### src/hierarchical_tree_lock_manager_defines.svh
// Assertion macros for the tree lock manager sources.
`ifndef HIERARCHICAL_TREE_LOCK_MANAGER_DEFINES_SVH
`define HIERARCHICAL_TREE_LOCK_MANAGER_DEFINES_SVH
`ifndef SYNTH
`define HTLM_ASSERT_RST(lbl, prop) \
  lbl: assert property (@(posedge clk) disable iff (!rst_n) prop) \
    else $error("tree lock manager check failed");
`define HTLM_ASSERT(lbl, prop) \
  lbl: assert property (@(posedge clk) prop) \
    else $error("tree lock manager reset check failed");
`else
`define HTLM_ASSERT_RST(lbl, prop)
`define HTLM_ASSERT(lbl, prop)
`endif
`endif

### src/htlm_ram.sv
module htlm_ram #(
  parameter int WIDTH = 8,
  parameter int DEPTH = 16
) (
  input  logic                     clk,
  input  logic                     we,
  input  logic [$clog2(DEPTH)-1:0] addr,
  input  logic [WIDTH-1:0]         wdata,
  output logic [WIDTH-1:0]         rdata
);

  logic [WIDTH-1:0] mem [DEPTH];
  logic [WIDTH-1:0] rdata_r;

  // Single port, registered read of the old contents.
  always_ff @(posedge clk) begin
    if (we) begin
      mem[addr] <= wdata;
    end
    rdata_r <= mem[addr];
  end

  assign rdata = rdata_r;

endmodule

### config.mk
export PLATFORM = sky130hd
export DESIGN_NAME = htlm_ram
export DESIGN_NICKNAME = d
export VERILOG_FILES = /design/src/hierarchical_tree_lock_manager_defines.svh /design/src/htlm_ram.sv
export SDC_FILE = /design/constraint.sdc
export NUM_CORES = 1
export LEC_CHECK = 0
export ABC_AREA = 0
export BUFFER_PORTS_ARGS = -buffer_cell sky130_fd_sc_hd__buf_2
export CORE_UTILIZATION = 53
export DETAILED_ROUTE_END_ITERATION = 7
export PLACE_DENSITY = 0.7
export SLEW_MARGIN = 20
export SYNTH_ARGS = -nofsm -noshare
export SYNTH_HDL_FRONTEND = slang
export SYNTH_SLANG_ARGS = --single-unit
export TNS_END_PERCENT = 50
### constraint.sdc
create_clock -name clk -period 3.4 [get_ports clk]
set_input_delay 0.17 -clock clk [delete_from_list [all_inputs] [get_ports clk]]
set_output_delay 0.17 -clock clk [all_outputs]
set_load 0.02 [all_outputs]
### After elaboration in Yosys (flattened, before gate mapping)

Memories as Yosys holds them, arrays and structs flattened. A register that Yosys moved wholly into a read port is not among the register bits.
Index checks and enable logic that the tools add are counted.
Widths: inputs -> output; s select.

| operators by class | value |
|---|---|
| muxes and demuxes | 2 |

Operators with widths:

| cell | number |
|---|---|
| $mux 1 | 2 |

| word-level totals | value |
|---|---|
| register bits | 0 |
| RAM bits | 128 |
| word-level logic and storage cells | 3 |
| memories kept | 1 |

Memory list:

| name | depth | width | read ports | clocked after memory_dff | write ports | line | RTL |
|---|---|---|---|---|---|---|---|
| mem | 16 | 8 | 1 | 1 | 1 | htlm_ram.sv:12 | `logic [WIDTH-1:0] mem [DEPTH];` |

### Longest topological paths before layout

Gate-level depths: netlist of the first run.

| logic depth | value |
|---|---|
| depth after elaboration | 2 |
| depth in mapped cells | 5 |

### Worst setup path before layout of the first run

OpenSTA, ideal clock, no wires.

| timing path | value |
|---|---|
| path type | input to register |
| from | input addr[2] |
| to | memory mem[0][0] (enable) |
| data arrival time | 1280 ps |
| setup slack | 1737 ps |
| cell stages on the path | 2 |
| cells stage by stage | or3b_2 > nor3_1 |

RTL lines:

| what | line | RTL |
|---|---|---|
| start, declared | htlm_ram.sv:7 | `input logic [$clog2(DEPTH)-1:0] addr,` |
| end, declared | htlm_ram.sv:12 |  |

No word-level cell before the write port.

### Final worst setup path of the first run

| timing path | value |
|---|---|
| from | input addr[0] |
| to | memory mem[11][6] (enable) |

No word-level cell before the write port.

==> metrics.cfg, run 1 <==
[floorplanning]
ios = 22
coreArea_um2 = 9240
die_h_um = 99.78
rows = 35
die_x_um = 99.78
fp.dieArea_um2 = 9956
start_util_pct = 54.84

[cts]
tritoncts = done
cts_root_buffer = clkbuf_8
clkTransAtPathRegs_ns = 0.06
numClockSinks = 136
cts.repair.resized = 0
htreeDepth = 4
insertion_delay_ns = 0.51
cts_hold_buf = 0
cts_buffer_depth = 2
cts_buffers = 17
postCtsSetupRepairBufs = 0

[cells_and_area]
fillCellCount = 600
drive_above_1_share_pct = 32.36
utilization_pct = 64.29
multi_input_area_um2 = 1008
fin_nets = 277
diodes = 0
register_area_um2 = 4004
area_delta_synth_final_pct = 17.23

[routing]
ant_nets = 0
drtPass1Iterations = 4
wl_mm = 9.484
drcViolationCount = 0
drtIter0Drc = 226
via_per_inst = 5.802
num_vias = 2344
routedWlPerCell_um = 23.48

[yosys]
synth_top_cell_area_share_pct = 75.85
yosysUniqueCellTypes = 18
yosys.area.top_type = edfxtp_1
synthCells = 230
yosysWarnings = 0
avgSynthCellArea_um2 = 22.03
syn_area_um2 = 5067
yosys-top-cells-area = edfxtp_1 76%, mux4_2 14%, dfxtp_1 3.2%
ys_ff_latch = 136
yosysSeqAreaShare_pct = 79.01
syn_nets = 244

[global_route]
grt_overflow = 0
top_usage_layer = met2
grtUsageMet2_pct = 34.38
antenna_found_initial = 0
grt_pass1_vias = 2509
grt.total_usage_pct = 21.75
grtUsageMet3_pct = 5.432
use_met1_pct = 29.93
grt_pass1_wl_mm = 14.75
grt_max_degree = 40

[sta]
fin_crit_ns = 1.757
slew_headroom_pct = 34.58
fin_skew_ns = 0.007508
hold_violations = 0
final.period_utilization_pct = 51.66
max_freq_mhz = 569.3
rsz0062_at_grt = no
setup-violations-final = 0
drv_slew = 0
fin_setup_tns_ns = 0
worstMarginPinSlew_ns = 0.9814

[critical_path]
cp_num_buf_inv = 1
path_max_fanout = 31
crit_path_max_incr_delay_ns = 0.73
cp-start-kind = input port
critical-path-top-delay-family = simple AND/OR/NAND/NOR gates
crit_chain = buf_2 -> nand2_1 -> nor2_1
worstPathArrival_ns = 1.89
cp.required_ns = 3.53
cp-end-kind = flip-flop
slowest_stage = buf_2
crit_type = in2reg

[place]
placement.io_buffers = 21
hpwl_mm = 5.799
place_congestion = 0.8479

[status]
status = finished, final reports clean

[hold_path]
min_path_type = in2reg

[job]
max_cap_viol_count = 0

[pwr]
leakage_uw = 0.001951
irDropWorstVdd_mv = 0.3944
p_per_area_nw_per_um2 = 673.7

-- cells in the mapped netlist --
| cell type | n |
|---|---|
| edfxtp_1 | 128 |
| mux4_2 | 32 |
| a22oi_1 | 16 |
| nor2_1 | 13 |
| nand2_1 | 9 |
| dfxtp_1 | 8 |
| buf_1 | 4 |
| nor3_1 | 4 |
| buf_2 | 2 |
| buf_6 | 2 |
| clkbuf_1 | 2 |
| nand2b_1 | 2 |
| nand3b_1 | 2 |
| nor2b_1 | 2 |
| and2_1 | 1 |
| clkbuf_2 | 1 |
| nand3_1 | 1 |
| or3b_2 | 1 |
-- cells by family after synthesis --
logic type	Yosys count	synth area share, %
AOI/OAI and AO/OA	16	2.370
buffers and inverters	11	1.185
DFF	136	79.01
muxes	32	14.22
and+or+nand+nor	35	3.210
-- layout make-up --
class	instances	share of cell area (%)
Sequential cell	136	67.40
Multi-Input combinational cell	83	16.98
Clock buffer	19	7.266
Clock inverter	12	3.370
Tap cell	129	2.717
Timing Repair Buffer	25	2.275
-- stage by stage --
step | instances | hold slack [ns] | worst slack [ns] | power [uW] | instance area [um^2]
CTS | 404 | 0.04723 | 1.537 | 4027 | 5941
global placement | 373 | 0.5830 | 1.089 | 2099 | 5304
floorplan | 230 | 0.2689 | 1.737 | 2028 | 5067
finish | 404 | 0.06135 | 1.643 | 4002 | 5941
global route | 404 | 0.04790 | 1.367 | 4122 | 5941
detailed placement | 373 | 0.5885 | 1.006 | 2104 | 5309
-- metal layers --
layer  share of wire, %  up-vias
met5                  0        -
met2                 51       82
li1                   -     1025
met1                 39     1223
met4                1.9        0
met3                7.6       14
-- where the power goes --
group	switching, uW	internal, uW	total, uW
clock	654	1280	1940
sequential	11.1	1880	1890
combinational	112	68.5	181
total	777	3230	4000
-- state kept, by name, summed over array words and instances, names as in the netlist --
name,cells
rdata,8
mem,128
-- placed cells by master, fill, tap and decap left out, types with 2 or more instances in the layout --
| master | netlist | routed |
|---|---|---|
| a22oi_1 | 16 | 16 |
| buf_2 | 2 | 21 |
| buf_4 | 0 | 4 |
| bufinv_16 | 0 | 5 |
| clkbuf_16 | 0 | 16 |
| clkbuf_8 | 0 | 2 |
| clkinv_2 | 0 | 3 |
| clkinv_4 | 0 | 3 |
| dfxtp_1 | 8 | 8 |
| edfxtp_1 | 128 | 128 |
| mux4_2 | 32 | 32 |
| nand2_1 | 9 | 9 |
| nand2b_1 | 2 | 2 |
| nand3b_1 | 2 | 2 |
| nor2_1 | 13 | 13 |
| nor2b_1 | 2 | 2 |
| nor3_1 | 4 | 3 |
-- path summary, 6_finish.rpt --
| check | slack [ns] | end | startpoint | cells past startpoint |
|---|---|---|---|---|
| worst min-delay path | 0.06 | mem[0][3] | wdata[3] | 1 |
| worst max-delay path | 1.64 | mem[11][6] | addr[0] | 3 |
| worst max register to register | 1.93 | rdata[5] | mem[3][5] | 3 |
| worst min register to register | 0.68 | rdata[0] | mem[14][0] | 3 |
Power figures use the tool's default switching activity.
==> run 2: changes to the inputs <==
Settings changed: ABC_AREA 0 to 1, PLACE_DENSITY 0.7 to 0.73.
Clock period 3.4 ns to 1.4 ns, I/O delays scaled along.
==> run 2 against run 1 <==
Effect of this change: sequential cell count is the same; via count grew 64%; global-route usage grew 2.1 points; critical path type is now reg2out; sequential power grew 140%; core utilization grew 1.1 points; register-to-register slack lost 1.6 ns; combinational power grew to 3.4 times the previous value; sequential share of layout area shrank 7.8 points; synthesized cell count grew 140%.
==> metrics.cfg, run 2 <==
[floorplanning]
coreArea_um2 = 10280
rows = 37
start_util_pct = 54.42
die_x_um = 104.7
die_h_um = 104.7
fp.dieArea_um2 = 10970
ios = 22

[sta]
max_freq_mhz = 899.3
rsz0062_at_grt = no
fin_setup_tns_ns = 0
hold_violations = 0
hold_ws_ns = 0.01596
worstMarginPinSlew_ns = 0.4045
slew_headroom_pct = 73.03
fin_crit_ns = 1.112
drv_slew = 0
setup-violations-final = 0
final.period_utilization_pct = 79.42
fin_skew_ns = 0.008591

[yosys]
syn_area_um2 = 5593
yosys-top-cells-area = edfxtp_1 69%, nand2_1 23%, dfxtp_1 2.9%
ys_ff_latch = 136
synth_top_cell_area_share_pct = 68.72
synth_top_flop_cell = edfxtp_1
yosysWarnings = 0
yosys.area.top_type = edfxtp_1
synth_common_cells = 346 x nand2_1, 128 x edfxtp_1, 21 x inv_1
synth_edf_count = 128
yosysSeqAreaShare_pct = 71.59
yosysUniqueCellTypes = 11
yosysMostFrequentCell = nand2_1
syn_nets = 562
avgSynthCellArea_um2 = 10.21
synthCells = 548
async_flop_share_pct = 0

[global_route]
grt_max_degree = 37
grt.total_usage_pct = 23.83
grt_overflow = 0
antenna_found_initial = 0
grt_pass1_wl_mm = 19.18
grt_pass1_vias = 3812

[place]
place_congestion = 0.8150
placement.io_buffers = 21
place_area_um2 = 5995
hpwl_mm = 7.370

[pwr]
leakage_uw = 0.002931
irDropWorstVdd_mv = 1.145
p_per_area_nw_per_um2 = 1492

[critical_path]
cp_num_buf_inv = 1
crit_path_max_incr_delay_ns = 0.35
cp-end-kind = primary output
worstPathArrival_ns = 1.04
worst-r2r-cell-count = 8
cp.depth = 1
crit_chain = buf_2
path_max_fanout = 1
cp.required_ns = 1.33
critical-path-top-delay-family = flip-flops
cp-start-kind = flip-flop
crit_type = reg2out
slowest_stage = dfxtp_1

[cells_and_area]
fillCellCount = 796
register_area_um2 = 4004
drive_above_1_share_pct = 13.15
fin_nets = 617
layout_common_cells = 346 x nand2_1, 128 x edfxtp_1, 27 x buf_4
diodes = 0
largest_register = mem
area_delta_synth_final_pct = 20.09
largest_reg_flops = 128
fin_area_um2 = 6716
multi_input_area_um2 = 1386
mostFrequentLayoutCell = nand2_1

[routing]
drtPass1Iterations = 4
drcViolationCount = 0
wl_mm = 12.02
via_per_inst = 5.125
num_vias = 3854
drtIter0Drc = 283
routedWlPerCell_um = 15.98
ant_nets = 0

[cts]
postCtsSetupRepairBufs = 0
cts_buffer_depth = 2
clkTransAtPathRegs_ns = 0.06
numClockSinks = 136
cts.repair.resized = 0
cts_buffers = 17
htreeDepth = 4
insertion_delay_ns = 0.51
tritoncts = done
cts_root_buffer = clkbuf_8

[hold_path]
min_path_type = in2reg
min_delay_path_depth = 1

[status]
status = finished, final reports clean

[job]
max_cap_viol_count = 0

## run 2: cell types whose count changed after synthesis, sizes merged, moves of 3 or more
cell   previous run  this run
buf               8        18
inv               0        22
a22oi            16         0
mux4             32         0
nor3              4         0
nor2             13        18
nand2             9       346
nand3             1         4
## run 2: timing repair
item / 4_1_cts / 5_1_grt
endpoints found under the hold margin: 98 / 0
endpoints found under the setup margin: 0 / 0
hold buffers: 7 / 0
## run 2: power by group
| part | switching [uW] | total, uW | internal, uW | leakage, uW |
|---|---|---|---|---|
| sequential | 25.1 | 4580 | 4550 | 0.00122 |
| combinational | 424 | 610 | 186 | 0.00139 |
| clock | 1620 | 4830 | 3220 | 0.000316 |
| total | 2070 | 10000 | 7960 | 0.00293 |
## run 2: final cells by class
cell class	instances	area share [%]
Sequential cell	136	59.61
Multi-Input combinational cell	368	20.64
Clock buffer	21	6.837
Timing Repair Buffer	57	6.222
Clock inverter	11	2.869
Tap cell	136	2.534
Inverter	23	1.285
## run 2: through the flow
stage / power [uW] / cells / utilization (%) / setup WS, ns
CTS: 10070 / 752 / 65.35 / 0.2646
global placement: 5241 / 713 / 58.33 / 0.2347
floorplan: 5007 / 548 / - / -0.04718
global route: 10310 / 752 / 65.35 / 0.2542
finish: 10020 / 752 / 65.35 / 0.2881
detailed placement: 5252 / 713 / 58.33 / 0.2022
## run 2: kinds of logic (layout without fill, tap and decap cells)
kind of cell	count (synthesis)	count (layout)	synth area share, %
buf+inv	44	112	3.624
flops	136	136	71.59
simple gates	368	368	24.79
## run 2: worst paths after layout
kind | start | slack, ns | endpoint
worst max register to register | mem[14][5] | 0.37 | rdata[5]
worst min-delay path | wdata[5] | 0.02 | mem[15][5]
worst min register to register | mem[0][1] | 0.71 | rdata[1]
worst max-delay path | rdata[2] | 0.29 | rdata[2]
## run 2: layer usage
| layer | vias up | global-route usage (%) | wire length (um) |
|---|---|---|---|
| li1 | 1867 | - | - |
| met1 | 1837 | 31.55 | 5194 |
| met2 | 134 | 38.84 | 5977 |
| met3 | 16 | 4.741 | 679 |
| met4 | 0 | 9.658 | 163 |
| met5 | - | 0 | 0 |
