$ cat src/hierarchical_tree_lock_manager_defines.svh
// Assertion macros for the tree lock manager sources.
`ifndef HIERARCHICAL_TREE_LOCK_MANAGER_DEFINES_SVH
`define HIERARCHICAL_TREE_LOCK_MANAGER_DEFINES_SVH
`ifndef SYNTH
`define HTLM_ASSERT_RST(lbl, prop) \
  lbl: assert property (@(posedge clk) disable iff (!rst_n) prop) \
    else $error("tree lock manager check failed");
`define HTLM_ASSERT(lbl, prop) \
  lbl: assert property (@(posedge clk) prop) \
    else $error("tree lock manager reset check failed");
`else
`define HTLM_ASSERT_RST(lbl, prop)
`define HTLM_ASSERT(lbl, prop)
`endif
`endif

$ cat src/htlm_pkg.sv
package htlm_pkg;

  // Fixed field and register widths.
  localparam int FUNC_W    = 2;
  localparam int NODE_W    = 10;
  localparam int USER_W    = 32;
  localparam int CNT_CFG_W = 11;
  localparam int BR_CFG_W  = 5;
  localparam int CFG_IDX_W = 2;

  // Default sizing of the node store.
  localparam int MAX_NODES_DEF  = 1024;
  localparam int MAX_BRANCH_DEF = 16;

  // Register reset values.
  localparam logic [CNT_CFG_W-1:0] RESET_NODE_COUNT = 11'd1024;
  localparam logic [BR_CFG_W-1:0]  RESET_BRANCHING  = 5'd2;

  // Register indexes.
  localparam logic [CFG_IDX_W-1:0] REG_NODE_COUNT = 2'd0;
  localparam logic [CFG_IDX_W-1:0] REG_BRANCHING  = 2'd1;

  // Operation codes.
  localparam logic [FUNC_W-1:0] FUNC_LOCK    = 2'd0;
  localparam logic [FUNC_W-1:0] FUNC_UNLOCK  = 2'd1;
  localparam logic [FUNC_W-1:0] FUNC_UPGRADE = 2'd2;

  // Sequencer states.
  typedef enum logic [2:0] {
    S_CLR,
    S_IDLE,
    S_NODE,
    S_ANC,
    S_DIV,
    S_ANCD,
    S_LVL,
    S_SUB
  } state_t;

endpackage

$ cat src/htlm_div.sv
module htlm_div #(
  parameter int W = 10
) (
  input  logic                          clk,
  input  logic                          rst_n,
  input  logic                          start,
  input  logic [W-1:0]                  dividend,
  input  logic [htlm_pkg::BR_CFG_W-1:0] divisor,
  output logic                          done,
  output logic [W-1:0]                  quotient
);
  import htlm_pkg::*;

  localparam int CW = $clog2(W + 1);

  logic              busy_r, busy_nxt;
  logic              done_r, done_nxt;
  logic [CW-1:0]     cnt_r, cnt_nxt;
  logic [W-1:0]      q_r, q_nxt;
  logic [BR_CFG_W-1:0] rem_r, rem_nxt;
  logic [BR_CFG_W-1:0] d_r, d_nxt;
  logic [BR_CFG_W:0]   sh;
  logic [BR_CFG_W:0]   diff;
  logic                ge;

  // One quotient bit per cycle, restoring division.
  always_comb begin
    sh       = {rem_r, q_r[W-1]};
    ge       = (sh >= {1'b0, d_r});
    diff     = sh - {1'b0, d_r};
    busy_nxt = busy_r;
    done_nxt = 1'b0;
    cnt_nxt  = cnt_r;
    q_nxt    = q_r;
    rem_nxt  = rem_r;
    d_nxt    = d_r;
    if (start) begin
      busy_nxt = 1'b1;
      cnt_nxt  = CW'(W);
      q_nxt    = dividend;
      rem_nxt  = '0;
      d_nxt    = divisor;
    end else if (busy_r) begin
      rem_nxt = ge ? diff[BR_CFG_W-1:0] : sh[BR_CFG_W-1:0];
      q_nxt   = W'({q_r, ge});
      cnt_nxt = cnt_r - CW'(1);
      if (cnt_r == CW'(1)) begin
        busy_nxt = 1'b0;
        done_nxt = 1'b1;
      end
    end
  end

  always_ff @(posedge clk) begin
    if (!rst_n) begin
      busy_r <= 1'b0;
      done_r <= 1'b0;
      cnt_r  <= '0;
    end else begin
      busy_r <= busy_nxt;
      done_r <= done_nxt;
      cnt_r  <= cnt_nxt;
    end
    q_r   <= q_nxt;
    rem_r <= rem_nxt;
    d_r   <= d_nxt;
  end

  assign done     = done_r;
  assign quotient = q_r;

endmodule

$ cat config.mk
export PLATFORM = sky130hd
export DESIGN_NAME = htlm_div
export DESIGN_NICKNAME = d
export VERILOG_FILES = /design/src/hierarchical_tree_lock_manager_defines.svh /design/src/htlm_pkg.sv /design/src/htlm_div.sv
export SDC_FILE = /design/constraint.sdc
export NUM_CORES = 1
export LEC_CHECK = 0
export BUFFER_PORTS_ARGS = -buffer_cell sky130_fd_sc_hd__buf_2
export CAP_MARGIN = 5
export CORE_AREA = 3 3 57 59
export DETAILED_ROUTE_END_ITERATION = 10
export DIE_AREA = 0 0 60 62
export HOLD_SLACK_MARGIN = 0.03
export PLACE_DENSITY = 0.71
export SLEW_MARGIN = 20
export SYNTH_ARGS = -nofsm -noshare
export SYNTH_HDL_FRONTEND = slang
export SYNTH_SLANG_ARGS = --single-unit
$ cat constraint.sdc
create_clock -name clk -period 2 [get_ports clk]
set_input_delay 0.3 -clock clk [delete_from_list [all_inputs] [get_ports clk]]
set_output_delay 0.3 -clock clk [all_outputs]
set_load 0.02 [all_outputs]
* Word-level counts from Yosys, hierarchy flattened
Index checks and enable logic that the tools add are counted.
Widths: inputs -> output; s select.
** Storage, ports and cells
- Bits in registers :: 26
- Bits of input ports :: 18
- Output and inout bits :: 11
- Logic and storage cells :: 25
** Operators by class
- $add $sub $neg :: 2
- Magnitude comparators :: 1
- Equality and inequality tests :: 1
- Mux-type cells :: 9
- Bitwise logic cells :: 2
- Reduce and logical (&&, ||, !) cells :: 3
** Operator list (number)
- $mux 10 :: 2
- $mux 4 :: 2
- $ge 6x5->1 :: 1
- $mux 5 :: 1
- $sub 5x5->5 :: 1
- $eq 4x1->1 const B :: 1
- $mux 1 :: 4
- $sub 4x1->4 const B :: 1
- $reduce_or 3->1 :: 1
- $not 1->1 :: 2
- $reduce_bool 2->1 :: 1
- $reduce_or 2->1 :: 1

* Longest topological paths before layout
- Depth in word-level cells :: 4
- Gate-level depth with buffers :: 8

* Least setup slack after synthesis
Ideal clock, no wire load.
- Path type :: flip-flop to flip-flop
- From :: register q_r[9] (netlist: quotient[9])
- To :: register rem_r[2]
- Setup time :: 95 ps
- Arrival :: 2170 ps
- Required time :: 1905 ps
- Setup slack :: -265 ps
- Cell stages (with the launch flop) :: 9
- Buffers on the path :: 0
- Clock period less this slack :: 2265 ps
- Path through :: edfxtp_1 -> inv_1 -> ha_1 -> inv_1 -> fa_1 -> a211o_1 -> o211a_1 -> or4_1 -> o311ai_1
** Between the ends
- Word-level cells in the longest chain between the ends :: 2
- Elaborated cells between the ends (all ways) :: 3
** Ends and longest elaborated chain
- start: declaration :: RTL line htlm_div.sv:19 : logic [W-1:0] q_r, q_nxt;
- start signal: assignment :: RTL line htlm_div.sv:64 : q_r <= q_nxt;
- $sub 5x5->5 / $ge 6x5->1 (equally long branches) :: RTL line htlm_div.sv:30, htlm_div.sv:29
- $mux 5 * :: RTL line htlm_div.sv:44 : rem_nxt = ge ? diff[BR_CFG_W-1:0] : sh[BR_CFG_W-1:0];
- end signal: assignment :: RTL line htlm_div.sv:65 : rem_r <= rem_nxt;
- end: declaration :: RTL line htlm_div.sv:20 : logic [BR_CFG_W-1:0] rem_r, rem_nxt;
Every way passes the cells marked *; elsewhere a longest branch is shown, timed or not.
A chain may end at the register's enable or synchronous reset.

* Final worst setup path
- From :: register q_r[9] (netlist: quotient[9])
- To :: register rem_r[4]
The elaborated chain is that of the path after synthesis.

==> run summary <==
The worst hold-check path type is input pin to flop. The critical path is of the flop to flop type. The number of max-capacitance violations reported came out at 0. For this run, the leading register cell type out of synthesis is sky130_fd_sc_hd__edfxtp_1. The period utilization came out at 104%. The per-instance average area after synthesis is 11.5 µm². The data arrival time of the critical path came out at 2.32 ns. Along the worst path, the maximum fanout reaches 4. The cell count of the worst hold path came out at 1. The growth of design area from synthesis to finish came out at 25.8%. For this run, the register share of the synthesized area comes to 51.6%.

The power per unit of standard cell area is 820 nW/µm². The number of antenna violations at the first check in global routing is 0. The number of buffer cells added on primary ports came out at 28. The horizontal die dimension is 60 µm.

STA classifies the critical path endpoint as a flop. Leaving out fill and tap cells, the most frequent cells in the layout are sky130_fd_sc_hd__buf_2, sky130_fd_sc_hd__edfxtp_1, sky130_fd_sc_hd__dfxtp_1, sky130_fd_sc_hd__buf_4, sky130_fd_sc_hd__mux2_2. The height of the chip is 62 µm.

The maximum number of buffers from clock root to sink came out at 2. The startpoint of the most critical hold path is divisor[0]. Once placement finished, the instance area stood at 1500 µm². The placed wire-length estimate came out at 1.88 mm. The netlist area before placement came out at 1300 µm². The final-report hold violation count is 0.

The routed design has 2.62 mm of wire. For this run the aggregate overflow at the end of global routing stands at 0. The detailed router's first-iteration violation count came out at 29. The proportion of netlist area held by the largest area contributor is 34.7%. STA puts the critical path data required time at 2.23 ns. Setup slack on the critical path of the routed design comes to -0.0835 ns. The via total after detailed routing came out at 1009. The site row count came out at 19. The combinational family with the most area after synthesis is compound AO/OA/AOI/OAI gates. The flow ran to the end, but the final reports show violations. The maximum ir drop on the vdd rail is 0.000512 V. The starting utilization of the core area came out at 47.1%. The number of DRC violations after detailed routing is 0.

The endpoint identified for the worst register-to-register timing path is rem_r[4]. Before antenna repair, the detailed router went through 4 iterations. sky130_fd_sc_hd__edfxtp_1 takes more of the synthesized area than any other cell.

The antenna cell count came out at 0. The number of clock buffers added by TritonCTS is 3. The relative slew slack is 57.1%. The final reports fail on setup timing. The number of global-route vias before repair is 933.

The clock insertion delay at the later pin of the skew report is 0.32 ns. Setup violations remaining at the end of the flow were counted as 5. The clock period minus worst slack came out at 2.08 ns. The synthesized flop and latch total is 26.

The post-CTS clock slew at the launch and capture registers of the worst setup and hold paths came out at 0.15 ns. Yosys mapped a number of flops with a built-in enable equal to 15. The number of levels in the clock H-tree came out at 1. The number of distinct library cells after synthesis is 36. The root buffer selected by CTS is sky130_fd_sc_hd__clkbuf_4. The static leakage is 0.714 nW. The final design area excluding fillers came out at 1630 µm². The synthesis warning total is 0. The die footprint is 3720 µm². The fraction of layout cells with a size suffix above 1 came out at 41.4%. The clock tree from TritonCTS is built. The vias per cell is 5.51. The net count after synthesis came out at 139. At the placement stage, the worst setup path has a slack of -0.0878 ns. The worst-margin pin slew is 0.643 ns.

The residual antenna-violating net count after detailed routing came out at 0. In this run the critical register-to-register path is launched from quotient[9]. The commonest non-fill, non-tap cell in the layout is sky130_fd_sc_hd__buf_2. The simple-gate portion of the synthesized area is 11.6%. Hold repair after CTS inserted 0 buffers. The synthesized netlist devotes 3.37% of its cell area to XOR and XNOR gates. The net count of the finished layout came out at 179. The final count of pins violating max slew is 0. The overall global routing resource usage came out at 14.1%. The sink count of the clock tree is 26. The reg-to-reg setup timing slack is -0.08 ns. The length in cells of the worst reg-to-reg path came out at 9.

Routability-driven placement finished with a final weighted congestion of 0.824. The complex-gate fraction of the synthesized area came out at 13.6%. The highest attainable clock frequency is 480 MHz. The number of I/O pins is 29.

The standard cell core area came out at 2760 µm². The critical path startpoint category is a flop. Ranked by total cell area, the synthesized netlist is headed by sky130_fd_sc_hd__edfxtp_1, sky130_fd_sc_hd__dfxtp_1, sky130_fd_sc_hd__mux2_2.

Setup repair after global routing could not meet its margin everywhere. The proportion of synthesized area in mux cells came out at 7.80%. The first global-routing pass estimated 3.90 mm of wire. After Yosys synthesis, full adders, half adders and majority gates account for 8.29% of the synthesized area. The largest net degree at the start of global routing came out at 30. The path with the worst hold slack has its endpoint at d_r[0]. In the final routed layout, each cell accounts on average for 14.3 µm. The gate count of the mapped netlist is 113. The final setup skew is 0.0104 ns. The fraction of registers with async set or reset after synthesis is 0%.
power by group:
group | switching (W) | total, W | internal, W
Sequential | 0.0000334 | 0.000653 | 0.000620
Clock | 0.000154 | 0.000357 | 0.000203
Combinational | 0.000169 | 0.000329 | 0.000160
Total | 0.000357 | 0.00134 | 0.000983
worst max path at each step:
stage | startpoint | endpoint | slack, ns | depth (start not counted)
2_1_floorplan | quotient[9] | rem_r[2] | -0.20 | 8
3_3_place_gp | quotient[9] | rem_r[2] | -0.04 | 8
3_5_place_dp | quotient[9] | rem_r[2] | -0.09 | 8
4_1_cts | quotient[9] | rem_r[1] | -0.09 | 8
5_1_grt | quotient[9] | rem_r[4] | -0.18 | 9
6_report | quotient[9] | rem_r[4] | -0.08 | 9
synth_stat cells, types with 3 or more instances:
cell type	instances
sky130_fd_sc_hd__a21oi_1	5
sky130_fd_sc_hd__clkbuf_1	3
sky130_fd_sc_hd__dfxtp_1	11
sky130_fd_sc_hd__edfxtp_1	15
sky130_fd_sc_hd__ha_1	7
sky130_fd_sc_hd__inv_1	9
sky130_fd_sc_hd__mux2_2	9
sky130_fd_sc_hd__nand2_1	4
sky130_fd_sc_hd__nand2b_1	4
sky130_fd_sc_hd__nor2_1	8
sky130_fd_sc_hd__nor3_1	3
sky130_fd_sc_hd__o21a_1	4
sky130_fd_sc_hd__xnor2_1	3
state kept, by name, summed over array words and instances (netlist names):
register,cells
quotient,10
d_r,5
rem_r,5
cnt_r,4
busy_r,1
done,1
per-stage QoR:
step	cells	util [%]	hold slack (ns)	setup TNS, ns	power, W
floorplan	113	-	0.399	-0.203	0.000856
global placement	173	54.5	0.478	-0.0410	0.000948
detailed placement	173	54.5	0.480	-0.102	0.000958
CTS	179	57.0	0.139	-0.329	0.00132
global route	183	59.3	0.120	-0.813	0.00141
finish	183	59.3	0.144	-0.182	0.00134
logic make-up after synthesis:
kind of cell	after synthesis
mux	9
simple gates	28
compound gates	24
xor+xnor	5
fa+ha+maj	8
buf+inv	13
flops	26
per-layer routing:
layer / part of all wire [%] / vias to the layer above / global-route usage [%]
met2: 53 / 22 / 24.5
met5: 0 / - / 0
met4: 0.50 / 0 / 5.38
met1: 42 / 495 / 17.2
met3: 4.5 / 2 / 2.89
li1: - / 490 / -
worst max-delay path: stages, from the launching register on:
cell,delay (ns)
sky130_fd_sc_hd__edfxtp_1,0.41
sky130_fd_sc_hd__inv_1,0.07
sky130_fd_sc_hd__ha_2,0.18
sky130_fd_sc_hd__inv_2,0.04
sky130_fd_sc_hd__fa_2,0.33
sky130_fd_sc_hd__a211o_1,0.28
sky130_fd_sc_hd__o211ai_1,0.20
sky130_fd_sc_hd__buf_4,0.20
sky130_fd_sc_hd__o41ai_2,0.06
sky130_fd_sc_hd__a211oi_1,0.24
area by class of cell:
cell class / count / area, µm²
Multi-Input combinational cell: 74 / 616
Fill cell: 236 / 1120
Sequential cell: 26 / 671
Tap cell: 31 / 38.8
Clock inverter: 1 / 30.0
Clock buffer: 3 / 22.5
Inverter: 9 / 33.8
Timing Repair Buffer: 39 / 223
timing repair:
action                     in CTS  in global routing
gates cloned                    0                  0
buffers inserted                2                  4
hold endpoints to repair        0                  0
gates resized for setup         2                  5
pin swaps                       8                  4
setup endpoints to repair       5                  6
No activity file was read; power rests on OpenSTA's default activity.
